File: src/hw/rtl/ctt_pkg.sv
`timescale 1ns / 1ps
// ----------------------------------------------------------------------------
// ctt_pkg: shared types and constants of the contact track table
// Entry record, control and status groups between the ring cells, the head
// unit and the top level.
// ----------------------------------------------------------------------------
package ctt_pkg;

  localparam int unsigned TableDepthDefault = 32;
  localparam int unsigned KeyBitsDefault    = 16;

  localparam logic [15:0] MaxAgeReset = 16'd5000;
  localparam logic [15:0] AgeMax      = 16'hFFFF;

  // Input transaction opcodes
  localparam logic OpMerge = 1'b0;
  localparam logic OpTick  = 1'b1;

  // Payload of one table entry (key and valid bit travel separately)
  typedef struct packed {
    logic [7:0]  sensors;
    logic [7:0]  confidence;
    logic [3:0]  quality;
    logic [2:0]  kind;
    logic [2:0]  flags;     // bit0 missile, bit1 firing, bit2 threat
    logic [15:0] age;
  } ctt_entry_t;

  // Per-cell control
  typedef struct packed {
    logic shift;            // take the neighbor's entry
    logic wr;               // load the write port
  } ctt_cell_ctl_t;

  // Head unit status for the entry under inspection
  typedef struct packed {
    logic match;            // valid entry with the searched key
    logic free;             // slot not in use
    logic purge;            // entry freed by this tick
  } ctt_head_stat_t;

endpackage

File: src/hw/rtl/ctt_cell.sv
`timescale 1ns / 1ps
// ----------------------------------------------------------------------------
// ctt_cell: one slot of the track ring
// Holds one entry; shifts in its neighbor's entry or loads a direct write.
// ----------------------------------------------------------------------------
module ctt_cell #(
  parameter int unsigned KeyBits = 16
) (
  input  logic                   clk_i,
  input  logic                   rst_ni,
  input  ctt_pkg::ctt_cell_ctl_t ctl_i,
  input  logic                   shift_valid_i,
  input  logic [KeyBits-1:0]     shift_key_i,
  input  ctt_pkg::ctt_entry_t    shift_entry_i,
  input  logic [KeyBits-1:0]     wr_key_i,
  input  ctt_pkg::ctt_entry_t    wr_entry_i,
  output logic                   valid_o,
  output logic [KeyBits-1:0]     key_o,
  output ctt_pkg::ctt_entry_t    entry_o
);
  import ctt_pkg::*;

  logic               valid_q, valid_d;
  logic [KeyBits-1:0] key_q, key_d;
  ctt_entry_t         entry_q, entry_d;

  // Select shift, write or hold
  always_comb begin
    valid_d = valid_q;
    key_d   = key_q;
    entry_d = entry_q;
    if (ctl_i.shift) begin
      valid_d = shift_valid_i;
      key_d   = shift_key_i;
      entry_d = shift_entry_i;
    end else if (ctl_i.wr) begin
      valid_d = 1'b1;
      key_d   = wr_key_i;
      entry_d = wr_entry_i;
    end
  end

  // Valid bit clears on reset
  always_ff @(posedge clk_i or negedge rst_ni) begin
    if (!rst_ni) begin
      valid_q <= 1'b0;
    end else begin
      valid_q <= valid_d;
    end
  end

  // Payload needs no reset
  always_ff @(posedge clk_i) begin
    key_q   <= key_d;
    entry_q <= entry_d;
  end

  assign valid_o = valid_q;
  assign key_o   = key_q;
  assign entry_o = entry_q;

endmodule

File: src/hw/rtl/ctt_head.sv
`timescale 1ns / 1ps
// ----------------------------------------------------------------------------
// ctt_head: inspection unit at the head of the ring
// Ages and purges the passing entry on tick, matches its key on merge.
// ----------------------------------------------------------------------------
module ctt_head #(
  parameter int unsigned KeyBits = 16
) (
  input  logic                    op_i,
  input  logic [KeyBits-1:0]      key_i,
  input  logic [15:0]             elapsed_i,
  input  logic [15:0]             max_age_i,
  input  logic                    valid_i,
  input  logic [KeyBits-1:0]      entry_key_i,
  input  ctt_pkg::ctt_entry_t     entry_i,
  output logic                    valid_o,
  output ctt_pkg::ctt_entry_t     entry_o,
  output ctt_pkg::ctt_head_stat_t stat_o
);
  import ctt_pkg::*;

  logic [16:0] age_sum;
  logic [15:0] age_new;
  logic        expired;

  // Saturating age update
  assign age_sum = {1'b0, entry_i.age} + {1'b0, elapsed_i};
  assign age_new = age_sum[16] ? AgeMax : age_sum[15:0];
  assign expired = valid_i && (age_new > max_age_i);

  // Rewrite the entry on tick, pass it through on merge
  always_comb begin
    valid_o      = valid_i;
    entry_o      = entry_i;
    stat_o.match = 1'b0;
    stat_o.free  = !valid_i;
    stat_o.purge = 1'b0;
    if (op_i == OpTick) begin
      if (valid_i) begin
        entry_o.age = age_new;
      end
      valid_o      = valid_i && !expired;
      stat_o.purge = expired;
    end else begin
      stat_o.match = valid_i && (entry_key_i == key_i);
    end
  end

endmodule

File: src/hw/rtl/contact_track_table.sv
`timescale 1ns / 1ps
// ----------------------------------------------------------------------------
// contact_track_table: table of tracked contacts keyed by entity id, with aging
// Entries live in a ring of cells that rotates once past a head unit per item;
// merges hit or fill a slot, ticks age and purge entries.
// ----------------------------------------------------------------------------
//  Port group    Dir  Payload
//  s_axis_*      in   tuser opcode; tdata report and elapsed time
//  m_axis_*      out  tdata slot, status, merged entry, counts
//  cfg_*         in   max_age_ms register write
//
//  An item is handled in order: accept, one full rotation of the cell ring
//  past the single head unit, then a finish state that writes the chosen
//  slot and loads the output register. A new item is taken in idle while a
//  result still waits; finish holds while the output is stalled.
//  Reset empties the table and loads max_age_ms with 5000.
// ----------------------------------------------------------------------------
module contact_track_table #(
  parameter int unsigned TableDepth = ctt_pkg::TableDepthDefault,
  parameter int unsigned KeyBits    = ctt_pkg::KeyBitsDefault
) (
  input  logic        clk_i,
  input  logic        rst_ni,
  input  logic        s_axis_tvalid,
  output logic        s_axis_tready,
  // [15:0] entity_id, [23:16] sensor_bits, [31:24] confidence, [35:32] quality,
  // [38:36] contact_type, [39] missile_flag, [40] firing_flag,
  // [41] hostile_flag, [57:42] elapsed_ms, [63:58] zero
  input  logic [63:0] s_axis_tdata,
  // [0] opcode
  input  logic        s_axis_tuser,
  output logic        m_axis_tvalid,
  input  logic        m_axis_tready,
  // [4:0] slot, [5] is_new, [6] table_full, [14:7] merged_sensors,
  // [22:15] merged_confidence, [26:23] merged_quality, [29:27] merged_type,
  // [32:30] merged_flags, [38:33] purged_count, [44:39] live_count, [47:45] zero
  output logic [47:0] m_axis_tdata,
  input  logic        cfg_we_i,
  input  logic [15:0] cfg_wdata_i
);
  import ctt_pkg::*;

  localparam int unsigned IdxW = (TableDepth > 1) ? $clog2(TableDepth) : 1;
  localparam int unsigned CntW = $clog2(TableDepth + 1);
  localparam logic [IdxW-1:0] LastPos = IdxW'(TableDepth - 1);

  localparam logic [1:0] StIdle   = 2'd0;
  localparam logic [1:0] StScan   = 2'd1;
  localparam logic [1:0] StFinish = 2'd2;

  logic [1:0] state_q, state_d;

  // Latched input transaction
  logic               op_q;
  logic [KeyBits-1:0] key_q;
  logic [7:0]         sens_q;
  logic [7:0]         conf_q;
  logic [3:0]         qual_q;
  logic [2:0]         type_q;
  logic [2:0]         flags_q;
  logic [15:0]        elapsed_q;

  logic [15:0] max_age_q;

  // Scan bookkeeping
  logic [IdxW-1:0] pos_q;
  logic            hit_found_q, free_found_q;
  logic [IdxW-1:0] hit_idx_q, free_idx_q;
  ctt_entry_t      hit_entry_q;
  logic [CntW-1:0] purged_q, live_q, live_d;

  logic [47:0] out_data_q, out_data_d;
  logic        out_valid_q;

  // Ring signals
  logic               cell_valid [TableDepth];
  logic [KeyBits-1:0] cell_key   [TableDepth];
  ctt_entry_t         cell_entry [TableDepth];
  ctt_cell_ctl_t      cell_ctl   [TableDepth];

  logic           head_valid;
  ctt_entry_t     head_entry;
  ctt_head_stat_t head_stat;

  logic            in_go, scan, finish_go, wr_en, out_free;
  logic [IdxW-1:0] wr_idx;
  ctt_entry_t      merged_entry, new_entry, wr_entry;

  assign s_axis_tready = (state_q == StIdle);
  assign in_go         = s_axis_tvalid && s_axis_tready;
  assign scan          = (state_q == StScan);
  assign out_free      = !out_valid_q || m_axis_tready;
  assign finish_go     = (state_q == StFinish) && out_free;

  // Head unit inspects the entry in cell zero
  ctt_head #(
    .KeyBits(KeyBits)
  ) u_head (
    .op_i        (op_q),
    .key_i       (key_q),
    .elapsed_i   (elapsed_q),
    .max_age_i   (max_age_q),
    .valid_i     (cell_valid[0]),
    .entry_key_i (cell_key[0]),
    .entry_i     (cell_entry[0]),
    .valid_o     (head_valid),
    .entry_o     (head_entry),
    .stat_o      (head_stat)
  );

  // Merge into a hit entry or build a fresh one
  always_comb begin
    merged_entry            = hit_entry_q;
    merged_entry.sensors    = hit_entry_q.sensors | sens_q;
    merged_entry.confidence = (conf_q > hit_entry_q.confidence) ? conf_q
                                                                : hit_entry_q.confidence;
    merged_entry.quality    = (qual_q > hit_entry_q.quality) ? qual_q : hit_entry_q.quality;
    merged_entry.kind       = (hit_entry_q.kind == 3'd0) ? type_q : hit_entry_q.kind;
    merged_entry.flags      = hit_entry_q.flags | flags_q;
    merged_entry.age        = 16'd0;

    new_entry.sensors    = sens_q;
    new_entry.confidence = conf_q;
    new_entry.quality    = qual_q;
    new_entry.kind       = type_q;
    new_entry.flags      = flags_q;
    new_entry.age        = 16'd0;
  end

  assign wr_en    = finish_go && (op_q == OpMerge) && (hit_found_q || free_found_q);
  assign wr_idx   = hit_found_q ? hit_idx_q : free_idx_q;
  assign wr_entry = hit_found_q ? merged_entry : new_entry;

  // Ring of cells, rotating toward cell zero; head output feeds the tail
  for (genvar i = 0; i < TableDepth; i++) begin : g_cell
    logic               sh_valid;
    logic [KeyBits-1:0] sh_key;
    ctt_entry_t         sh_entry;

    if (i == TableDepth - 1) begin : g_tail
      assign sh_valid = head_valid;
      assign sh_key   = cell_key[0];
      assign sh_entry = head_entry;
    end else begin : g_body
      assign sh_valid = cell_valid[i+1];
      assign sh_key   = cell_key[i+1];
      assign sh_entry = cell_entry[i+1];
    end

    assign cell_ctl[i].shift = scan;
    assign cell_ctl[i].wr    = wr_en && (wr_idx == IdxW'(i));

    ctt_cell #(
      .KeyBits(KeyBits)
    ) u_cell (
      .clk_i         (clk_i),
      .rst_ni        (rst_ni),
      .ctl_i         (cell_ctl[i]),
      .shift_valid_i (sh_valid),
      .shift_key_i   (sh_key),
      .shift_entry_i (sh_entry),
      .wr_key_i      (key_q),
      .wr_entry_i    (wr_entry),
      .valid_o       (cell_valid[i]),
      .key_o         (cell_key[i]),
      .entry_o       (cell_entry[i])
    );
  end

  // Sequence accept, scan and finish
  always_comb begin
    state_d = state_q;
    case (state_q)
      StIdle:   if (in_go) state_d = StScan;
      StScan:   if (pos_q == LastPos) state_d = StFinish;
      StFinish: if (out_free) state_d = StIdle;
      default:  state_d = StIdle;
    endcase
  end

  // Live count after this transaction
  always_comb begin
    live_d = live_q;
    if (op_q == OpTick) begin
      live_d = live_q - purged_q;
    end else if (!hit_found_q && free_found_q) begin
      live_d = live_q + CntW'(1);
    end
  end

  // Assemble the result
  always_comb begin
    logic [IdxW+4:0] slot_ext;
    logic [CntW+5:0] purged_ext;
    logic [CntW+5:0] live_ext;
    slot_ext   = {5'd0, wr_idx};
    purged_ext = {6'd0, purged_q};
    live_ext   = {6'd0, live_d};
    out_data_d = '0;
    out_data_d[44:39] = live_ext[5:0];
    if (op_q == OpTick) begin
      out_data_d[38:33] = purged_ext[5:0];
    end else if (hit_found_q || free_found_q) begin
      out_data_d[4:0]   = slot_ext[4:0];
      out_data_d[5]     = !hit_found_q;
      out_data_d[14:7]  = wr_entry.sensors;
      out_data_d[22:15] = wr_entry.confidence;
      out_data_d[26:23] = wr_entry.quality;
      out_data_d[29:27] = wr_entry.kind;
      out_data_d[32:30] = wr_entry.flags;
    end else begin
      out_data_d[6] = 1'b1;
    end
  end

  // Control registers
  always_ff @(posedge clk_i or negedge rst_ni) begin
    if (!rst_ni) begin
      state_q      <= StIdle;
      max_age_q    <= MaxAgeReset;
      pos_q        <= '0;
      hit_found_q  <= 1'b0;
      free_found_q <= 1'b0;
      purged_q     <= '0;
      live_q       <= '0;
      out_valid_q  <= 1'b0;
    end else begin
      state_q <= state_d;
      if (cfg_we_i) begin
        max_age_q <= cfg_wdata_i;
      end
      if (in_go) begin
        pos_q        <= '0;
        hit_found_q  <= 1'b0;
        free_found_q <= 1'b0;
        purged_q     <= '0;
      end else if (scan) begin
        pos_q <= (pos_q == LastPos) ? '0 : pos_q + IdxW'(1);
        if (head_stat.match && !hit_found_q) begin
          hit_found_q <= 1'b1;
        end
        if (head_stat.free && !free_found_q) begin
          free_found_q <= 1'b1;
        end
        if (head_stat.purge) begin
          purged_q <= purged_q + CntW'(1);
        end
      end
      if (finish_go) begin
        live_q      <= live_d;
        out_valid_q <= 1'b1;
      end else if (m_axis_tready) begin
        out_valid_q <= 1'b0;
      end
    end
  end

  // Payload registers: latched item, captured hit, result
  always_ff @(posedge clk_i) begin
    if (in_go) begin
      op_q      <= s_axis_tuser;
      key_q     <= KeyBits'(s_axis_tdata[15:0]);
      sens_q    <= s_axis_tdata[23:16];
      conf_q    <= s_axis_tdata[31:24];
      qual_q    <= s_axis_tdata[35:32];
      type_q    <= s_axis_tdata[38:36];
      flags_q   <= s_axis_tdata[41:39];
      elapsed_q <= s_axis_tdata[57:42];
    end
    if (scan && head_stat.match && !hit_found_q) begin
      hit_idx_q   <= pos_q;
      hit_entry_q <= cell_entry[0];
    end
    if (scan && head_stat.free && !free_found_q) begin
      free_idx_q <= pos_q;
    end
    if (finish_go) begin
      out_data_q <= out_data_d;
    end
  end

  assign m_axis_tvalid = out_valid_q;
  assign m_axis_tdata  = out_data_q;

endmodule

File: config.mk
export PLATFORM = sky130hd
export DESIGN_NAME = contact_track_table
export DESIGN_NICKNAME = d
export VERILOG_FILES = /design/src/hw/rtl/ctt_pkg.sv /design/src/hw/rtl/ctt_cell.sv /design/src/hw/rtl/ctt_head.sv /design/src/hw/rtl/contact_track_table.sv
export SDC_FILE = /design/constraint.sdc
export NUM_CORES = 2
export LEC_CHECK = 0
export ABC_AREA = 0
export CAP_MARGIN = 0
export CELL_PAD_IN_SITES_DETAIL_PLACEMENT = 1
export CELL_PAD_IN_SITES_GLOBAL_PLACEMENT = 2
export CORE_MARGIN = 4
export CORE_UTILIZATION = 51
export CTS_CLUSTER_SIZE = 10
export DETAILED_ROUTE_END_ITERATION = 8
export DONT_BUFFER_PORTS = 1
export GPL_TIMING_DRIVEN = 0
export PLACE_DENSITY = 0.84
export SLEW_MARGIN = 20
export SYNTH_ARGS = -nofsm -noshare
export SYNTH_HDL_FRONTEND = slang
export SYNTH_SLANG_ARGS = --single-unit
export TNS_END_PERCENT = 20
File: constraint.sdc
create_clock -name clk_i -period 14.8 [get_ports clk_i]
set_input_delay 2.96 -clock clk_i [delete_from_list [all_inputs] [get_ports clk_i]]
set_output_delay 2.96 -clock clk_i [all_outputs]
set_load 0.02 [all_outputs]
* Yosys cells after proc, flatten, opt, wreduce, memory -nomap -nowiden
Index checks and enable logic that the tools add are counted.
Storage, ports and cells: bits in registers 2066
Cells by class: bitwise gates (word level) 4, add/subtract/negate cells 5, magnitude comparators 3, mux-type cells 224, equal/unequal tests 38, reductions and logical operators 98
Operators with widths (number):
- 2-to-1 mux 42 bit | 65
- 2-to-1 mux 16 bit | 67
- equality test 5 bit (second input constant) | 17
- 2-to-1 mux 1 bit | 76
- nonzero test 2 bit | 37
- logical AND 1 bit | 46
- equality test 5 x 4 -> 1 bit (second input constant) | 8
- 2-to-1 mux 6 bit | 5
- equality test 5 x 3 -> 1 bit (second input constant) | 4
- 2-to-1 mux 5 bit | 4
- adder 16 x 16 -> 17 bit | 1
- equality test 16 bit | 1
- greater-than comparator 16 bit | 1
- adder 6 x 1 -> 6 bit (second input constant) | 2
- equality test 5 x 2 -> 1 bit (second input constant) | 2
- greater-than comparator 8 bit | 1
- 2-to-1 mux 8 bit | 1
- OR 8 bit | 1
- 2-to-1 mux 2 bit | 3
- one-hot mux 2 bit (3 select lines) | 1
- AND reduction 2 bit | 3
- subtractor 6 bit | 1
- adder 5 x 1 -> 5 bit (second input constant) | 1
- equality test 5 x 1 -> 1 bit (second input constant) | 1
- other kinds (16) | 23

* Logic depth before layout (Yosys ltp)
word-level depth 8, mapped depth 17, mapped depth without buffers 16

* Hierarchy
From an unflattened synthesis, not the netlist that was laid out.
Unflattened totals: cell total of the unflattened synthesis 4882, area, all modules 98210.4 µm²
Modules (own cells, without submodules):
- ctt_cell | area each 2778.9 µm², instances 32, cells an instance 128
- contact_track_table | area each 7511.0 µm², instances 1, cells an instance 534
- ctt_head | area each 1774.2 µm², instances 1, cells an instance 252

* Least setup slack after synthesis
No wires, ideal clock.
kind input to register, start in m_axis_tready, end reg g_cell[31].u_cell.valid_q, slack 6455 ps, data arrival time 8246 ps, path buffers 0, stages 6, path through nand2b_1 > nor2b_1 > nand3_1 > o21ai_0 > o22ai_1 > a31oi_1
On the way: longest elaborated chain between the ends 6
Ends and longest elaborated chain:
- from (decl) | RTL line contact_track_table.sv:33 | input logic m_axis_tready,
- logical OR 1 bit | RTL line contact_track_table.sv:92 | assign out_free = !out_valid_q || m_axis_tready;
- logical AND 1 bit | RTL line contact_track_table.sv:93 | assign finish_go = (state_q == StFinish) && out_free;
- logical AND 1 bit (2 in series) | RTL line contact_track_table.sv:130 | assign wr_en = finish_go && (op_q == OpMerge) && (hit_found_q || free_found_q);
- logical AND 1 bit | RTL line contact_track_table.sv:151 | assign cell_ctl[i].wr = wr_en && (wr_idx == IdxW'(i));
- nonzero test 2 bit (no source line)
- to (signal assigned) | RTL line ctt_cell.sv:48 | valid_q <= valid_d;
- to (decl) | RTL line ctt_cell.sv:23 | logic valid_q, valid_d;
No other way between the ends. A chain may end at the register's enable or synchronous reset.

* Worst setup path after layout
start reg state_q[1], end reg g_cell[17].u_cell.entry_q, in the netlist g_cell[17].u_cell.entry_o[21], enable pin
On the way: longest elaborated chain between the ends 6
Ends and longest elaborated chain:
- from (decl) | RTL line contact_track_table.sv:51 | logic [1:0] state_q, state_d;
- from (signal assigned) | RTL line contact_track_table.sv:219 | state_q <= StIdle;
- from (signal assigned) | RTL line contact_track_table.sv:228 | state_q <= state_d;
- equality test 2 bit | RTL line contact_track_table.sv:93
- logical AND 1 bit | RTL line contact_track_table.sv:93
- logical AND 1 bit (2 in series) | RTL line contact_track_table.sv:130
- logical AND 1 bit | RTL line contact_track_table.sv:151
- nonzero test 2 bit (no source line) *
- to (signal assigned) | RTL line ctt_cell.sv:55 | entry_q <= entry_d;
- to (decl) | RTL line ctt_cell.sv:25 | ctt_entry_t entry_q, entry_d;
Every way passes the cells marked *; elsewhere a longest branch is shown, timed or not.

==> out/metrics.yaml <==
logic_synthesis:
  syn_area_per_cell_sq_um: 15.28
  synthFlopType: "edfxtp_1"
  synth_area_leaders: "edfxtp_1 74%, a21o_1 6.1%, o21a_1 4.2%"
  ys_warn_count: 0
  syn_inst: 5292
  synth_top_cell_by_area: "edfxtp_1"
  yosysSeqAreaShare: 0.7632
  synth_top_area_share: 0.7414
  synth_edf_count: 1996
  syn_area_sq_um: 80840
  synth.distinct_cells: 60
  ys_ff_latch: 2066
  async_flop_share: 0.03388
routing:
  vias_per_cell: 5.933
  dr.first_iter.drc_count: 4520
  drcViolationCount: 0
  vias: 45750
  ant_nets: 0
  dr.pass1.iters: 6
  wire_per_inst_um: 28.73
  routed_wl_mm: 221.6
placed_design:
  port-buffer-count: 0
  hpwlAfterDp_mm: 149.8
  place.gp.congestion: 0.8556
final_layout:
  area_delta_synth_final_pct: 12.80
  final_common_cell: "edfxtp_1"
  drive_gt1_frac: 0.07417
  layout_common_cells: "1996 x edfxtp_1, 653 x a21o_1, 638 x nand2_1, 522 x and2_1, 455 x o21a_1"
  final_nets: 5714
clocking:
  cts_sinks: 2066
  clkTransAtPathRegs_ps: 60
  cts_hold_buf: 0
  cts_buffers: 227
  clock-root-buffer: "clkbuf_16"
  cts_resized: 0
  htreeDepth: 4
  cts_tree: "built"
  clk_path_buf_depth: 3
  post_cts_buffers: 0
  clk_latency_ps: 870
min_path:
  hp-start: "g_cell[0].u_cell.entry_o[41]"
  hold_path.class: "flop to flop"
  holdPathEnd: "hit_entry_q[41]"
  worstHoldPathCells: 0
run:
  maxCapViolCount: 0
floorplanning:
  dieArea_sq_um: 164900
  coreArea_sq_um: 156900
  initial_utilization: 0.5151
  die_h_um: 406.1
  die_x_um: 406.1
  io-pin-count: 136
  rows: 145
critical_path:
  reg2reg_setup_slack_ps: 9790
  path_class: "flop to flop"
  reg2reg_to: "g_cell[17].u_cell.entry_o[21]"
  required_ps: 15360
  arrival_ps: 5570
  crit_path_end_kind: "flop"
  worst_setup_path_start_kind: "flop"
  crit_fanout: 31
  r2r_start: "state_q[1]"
  rr_worst_depth: 8
grt:
  antenna_found_initial: 11
  grt_max_degree: 71
  grtUsageTotal: 0.2699
  grt_pass1_wl_mm: 325.3
  overflow: 0
  grt_pass1_vias: 48850
timing:
  skew_ps: 55.19
  hold_violations: 0
  slew_headroom: 0.2225
  rsz0062_at_grt: "no"
  max_slew.worst_pin.slew_ps: 1166
  setup-tns-final_ps: 0
  fmax_mhz: 199.5
  fin_crit_sh: 0.3387
  setup_violations: 0
  period_minus_slack_ps: 5013
  final_max_slew_viol_count: 0
pwr:
  cellPowerDensity_nw_per_um2: 260.3
  p_leak_nw: 37.53
  vdd_drop_max_mv: 0.1522
  p_total_mw: 23.74
outcome:
  status: "finished, final reports clean"
[area by class of cell]
type                       count  area, sq um
inverter                      48        182.7
multi-input combinational   2790        17690
timing repair buffer          50         1134
fill                       14260        65740
clock inverter                20        440.4
buffer                       390         1556
clock buffer                 285         5908
tap                         2058         2575
antenna                        4        10.01
sequential                  2066        61700
[cell usage after synthesis (all sizes together), types with 2 or more instances]
| master | instances |
|---|---|
| buf | 87 |
| o22a | 3 |
| dfrtp | 65 |
| mux2 | 5 |
| nand2 | 666 |
| nor2b | 9 |
| and3 | 6 |
| a21oi | 81 |
| o21a | 455 |
| o21ai | 58 |
| fa | 2 |
| nand2b | 18 |
| a211oi | 5 |
| inv | 48 |
| a21boi | 2 |
| xnor2 | 19 |
| o32ai | 4 |
| o211ai | 2 |
| o221a | 2 |
| nand3 | 12 |
| nand4 | 17 |
| nor2 | 103 |
| o21bai | 5 |
| a2111oi | 2 |
| a31oi | 10 |
| o22ai | 8 |
| a32oi | 8 |
| mux2i | 7 |
| nor4 | 3 |
| xor2 | 21 |
| nor3 | 8 |
| and2 | 522 |
| or2 | 2 |
| a21o | 653 |
| ha | 53 |
| dfstp | 5 |
| a22oi | 3 |
| o31ai | 3 |
| edfxtp | 1996 |
| clkbuf | 303 |
[metal layers]
| metal | GRT usage | wire length (um) | part of all wire | up-vias |
|---|---|---|---|---|
| met5 | 0 | 13 | 0.000059 | - |
| met1 | 0.3745 | 92760 | 0.42 | 24020 |
| li1 | - | - | - | 19740 |
| met2 | 0.4438 | 106900 | 0.48 | 1681 |
| met3 | 0.04564 | 15900 | 0.072 | 310 |
| met4 | 0.07855 | 5970 | 0.027 | 2 |
[cell families after synthesis]
group | count (synthesis) | share of synthesized area
simple gates | 1370 | 0.08197
fa+ha+maj | 55 | 0.008698
flops | 2066 | 0.7632
xor+xnor | 40 | 0.004334
mux | 12 | 0.001563
buf+inv | 438 | 0.02137
compound gates | 1310 | 0.1188
other cells | 1 | 0.00004639
[through the flow]
| step | hold slack [ps] | utilization | std cells | area [sq um] | setup WS, ps |
|---|---|---|---|---|---|
| after floorplan | 426.2 | - | 5294 | 80850 | 6455 |
| after detailed placement | 450.6 | 0.5405 | 7402 | 84830 | 9133 |
| final | 457.4 | 0.5811 | 7711 | 91190 | 9787 |
| after CTS | 458.0 | 0.5810 | 7707 | 91180 | 9737 |
| after global routing | 471.9 | 0.5810 | 7708 | 91180 | 9377 |
| after global placement | 437.3 | 0.5316 | 7352 | 83420 | 1073 |
[worst max-delay path, cell delays in order, from the launching register on]
cell and delay [ps]:
dfrtp_1 380, nand2b_1 110, buf_2 450, buf_2 470
buf_2 500, clkbuf_1 760, clkbuf_1 900, nand2_4 660
buf_12 390
[sequential cells by signal, indices dropped and copies added, names as in the netlist, 6 cells and up]
register / cells
g_cell.u_cell.valid_o: 32
conf_q: 8
elapsed_q: 16
g_cell.u_cell.entry_o: 1344
m_axis_tdata: 45
hit_entry_q: 26
sens_q: 8
purged_q: 6
live_q: 6
g_cell.u_cell.key_o: 512
max_age_q: 16
key_q: 16
[power by group]
part,switching [mW],internal [mW]
logic,4.42,2.55
registers,1.01,10.7
clock network,2.25,2.79
[worst max-delay path by stage]
stage | from | end | slack [ps] | cells after the start
6_report | state_q[1] | g_cell[17].u_cell.entry_o[21] | 9790 | 8
5_1_grt | g_cell[0].u_cell.entry_o[0] | purged_q[1] | 9380 | 16
3_3_place_gp | m_axis_tready | g_cell[31].u_cell.valid_o | 1070 | 6
4_1_cts | g_cell[0].u_cell.entry_o[0] | purged_q[1] | 9740 | 16
3_5_place_dp | m_axis_tready | g_cell[25].u_cell.entry_o[28] | 9130 | 7
2_1_floorplan | m_axis_tready | g_cell[31].u_cell.valid_o | 6450 | 6
Note: power is estimated with default switching activity, not from simulation.
